===== src/rtl/core/tsr_pkg.sv =====
// ----------------------------------------------------------------------------
// tsr_pkg
// Shared types and codes for the transmit timestamp match ring.
// ----------------------------------------------------------------------------
`default_nettype none

package tsr_pkg;

  localparam int QUEUE_DEPTH_DEF = 64;

  // request codes
  localparam logic [1:0] FUNC_ISSUE    = 2'd0;
  localparam logic [1:0] FUNC_COMPLETE = 2'd1;
  localparam logic [1:0] FUNC_POP      = 2'd2;
  localparam logic [1:0] FUNC_PUSH     = 2'd3;

  // result kinds
  localparam logic [2:0] KIND_ISSUED  = 3'd0;
  localparam logic [2:0] KIND_STAMPED = 3'd1;
  localparam logic [2:0] KIND_IGNORED = 3'd2;
  localparam logic [2:0] KIND_POPPED  = 3'd3;
  localparam logic [2:0] KIND_EMPTY   = 3'd4;
  localparam logic [2:0] KIND_FULL    = 3'd5;

  typedef struct packed {
    logic [1:0]  func;
    logic [31:0] byte_count;
    logic [31:0] report_id;
    logic [31:0] stamp_sec;
    logic [29:0] stamp_nsec;
  } in_item_t;

  typedef struct packed {
    logic [2:0]  kind;
    logic [31:0] entry_tag;
    logic [31:0] time_sec;
    logic [29:0] time_nsec;
    logic        last;
  } out_item_t;

  typedef struct packed {
    logic tag_en;
    logic time_en;
  } mem_wr_t;

  typedef struct packed {
    logic le;
    logic eq;
  } cmp_res_t;

endpackage

`default_nettype wire


===== src/rtl/core/tsr_cmp.sv =====
// ----------------------------------------------------------------------------
// tsr_cmp
// Tag compare unit shared by every step of the completion walk.
// ----------------------------------------------------------------------------
`default_nettype none

module tsr_cmp (
  input  wire logic [31:0] tag,
  input  wire logic [31:0] bound,
  output tsr_pkg::cmp_res_t res
);

  always_comb begin
    res.le = (tag <= bound);
    res.eq = (tag == bound);
  end

endmodule

`default_nettype wire


===== config.mk =====
export PLATFORM = sky130hd
export DESIGN_NAME = tsr_cmp
export DESIGN_NICKNAME = d
export VERILOG_FILES = /design/src/rtl/core/tsr_pkg.sv /design/src/rtl/core/tsr_cmp.sv
export SDC_FILE = /design/constraint.sdc
export NUM_CORES = 1
export LEC_CHECK = 0
export ABC_AREA = 0
export BUFFER_PORTS_ARGS = -buffer_cell sky130_fd_sc_hd__buf_2
export CAP_MARGIN = 10
export CORE_MARGIN = 3
export CORE_UTILIZATION = 45
export DETAILED_ROUTE_END_ITERATION = 8
export PLACE_DENSITY_LB_ADDON = 0.1
export SLEW_MARGIN = 20
export SYNTH_ARGS = -nofsm -noshare
export SYNTH_HDL_FRONTEND = slang
export SYNTH_SLANG_ARGS = --single-unit

===== constraint.sdc =====
create_clock -name vclk -period 2.3
set_clock_uncertainty 0.15 [all_clocks]
set_input_delay 0.23 -clock vclk [all_inputs]
set_output_delay 0.23 -clock vclk [all_outputs]
set_load 0.01 [all_outputs]

==> flow_summary.json <==
{
  "top_usage_layer": "met2",
  "final_cell_mix": "66 x buf_2, 33 x inv_1, 32 x ha_1",
  "place_congestion": 0.687,
  "seq_cell_count": 0,
  "path_max_fanout": 3,
  "whs_ns": 0.852,
  "io_pins": 66,
  "area.growth.synth_to_final_pct": 43.4,
  "routedWlPerCell_um": 9.77,
  "max_slew_margin_pct": 81.8,
  "critPathArrivalTime_ns": 1.60,
  "drtIter0Drc": 11,
  "drc_errors": 0,
  "grt_pass1_wl_um": 3300,
  "coreArea_mm2": 0.00161,
  "grtUsageMet1_pct": 19.6,
  "drv_slew": 0,
  "gr-total-overflow": 0,
  "mostFrequentLayoutCell": "buf_2",
  "die_w_um": 48.9,
  "io_buffers": 66,
  "hold_viol": 0,
  "min_period_ns": 1.98,
  "drtAntennaViolNets": 0,
  "wirelength_um": 2010,
  "setup_viol": 0,
  "die_y_um": 48.9,
  "outcome": "finished, final reports clean",
  "hold_class": "in -> out",
  "gr-usage-all-layers_pct": 16.0,
  "maxCapViolations": 0,
  "p_leak_nw": 0.804,
  "syn_inst": 116,
  "drt_pass1_iterations": 4,
  "clock_buffers": 0,
  "grt.met2_usage_pct": 30.1,
  "cts_resized": 0,
  "multiInputGateArea_um2": 706,
  "core.rowCount": 14,
  "grt_pass1_vias": 885,
  "syn-cell-area_um2": 830,
  "ys_warn_count": 0,
  "syn_nets": 212,
  "initial_utilization_pct": 51.5,
  "gr-usage-met3_pct": 1.83,
  "power.total_mw": 0.178,
  "vias_per_cell": 4.85,
  "critical_path_required_ns": 1.92,
  "worst_pin_slew_ns": 0.273,
  "vdd_drop_max_mv": 0.0880,
  "antennaDiodeCount": 0,
  "hold_buffers": 0,
  "power_per_cell_area_mw_per_mm2": 150,
  "fillCellCount": 142,
  "rsz0062_at_grt": "false",
  "tns_ns": 0,
  "crit_path_end_kind": "output port",
  "postCtsSetupBuffers": 0,
  "period_share_pct": 86.1,
  "dp_hpwl_um": 1950,
  "netlist-cell-type-count": 24,
  "fmax_ghz": 0.505,
  "ys_seq_area_share_pct": 0,
  "dr_total_vias": 1000,
  "grt_max_degree": 4,
  "finalNetCount": 280,
  "regArea_um2": 0,
  "dieArea_mm2": 0.00239,
  "drive_gt1_share_pct": 39.0,
  "crit_type": "in -> out",
  "antenna_found_initial": 0,
  "syn_avg_cell_area_um2": 7.15,
  "cp-start-kind": "input port"
}
-- critical path: stages --
cell	delay (ns)
buf_2	0.10
ha_1	0.32
a21oi_1	0.15
o21ai_1	0.08
a221oi_1	0.30
o31ai_1	0.12
o21bai_1	0.15
buf_2	0.15
-- path summary, 6_finish.rpt --
check | slack, ns | cells after the start | endpoint | start
min | 0.85 | 6 | res[1] | tag[31]
max | 0.32 | 8 | res[1] | tag[27]
-- cell usage after synthesis --
cell,count,area [µm²]
and4_1,1,8.76
nand2_1,9,33.8
nand2b_1,1,6.26
a221oi_1,3,26.3
nor2_2,1,6.26
o211a_1,1,10.0
nand2_2,1,6.26
nand3_2,1,10.0
a31oi_1,1,6.26
nor3_4,1,16.3
inv_1,33,124
a21oi_1,11,55.1
o21ai_0,1,5.00
nand4_2,1,12.5
a21o_1,1,7.51
o21bai_1,1,7.51
nor2_1,3,11.3
nor2b_1,1,6.26
o21ai_1,3,15.0
nand3_1,3,15.0
ha_1,32,400
o31ai_1,1,7.51
nand4_1,4,25.0
o211ai_1,1,7.51
-- where the power goes --
part	total [mW]	internal [mW]	switching, mW
clock network	0	0	0
logic	0.178	0.0949	0.0832
registers	0	0	0
total	0.178	0.0949	0.0832
-- layer usage --
layer  up-vias  wire, µm
met4         0        18
li1        533         -
met3         4       172
met5         -         0
met2        44       997
met1       419       824
-- layout make-up --
class	instances	share of cell area (%)
inverter	33	10.4
multi-input combinational	83	59.3
tap	24	2.52
timing repair buffer	66	27.8
-- logic make-up (layout without fill, tap and decap cells) --
logic type      Yosys count  count (layout)  synth area share (%)
compound gates           24              24                  17.8
fa+ha+maj                32              32                  48.3
buf+inv                  33              99                  14.9
simple gates             27              27                  19.0
-- metrics by stage --
| stage | utilization [%] | std cells | setup WS [ns] | area [µm²] |
|---|---|---|---|---|
| 6_report | 73.8 | 206 | 0.320 | 1190 |
| 5_1_grt | 73.8 | 206 | 0.170 | 1190 |
| 4_1_cts | 73.8 | 206 | 0.318 | 1190 |
| 3_5_place_dp | 73.8 | 206 | 0.323 | 1190 |
| 3_3_place_gp | 73.8 | 206 | 0.340 | 1190 |
| 2_1_floorplan | - | 116 | 0.584 | 830 |
Note: power is estimated with default switching activity, not from simulation.
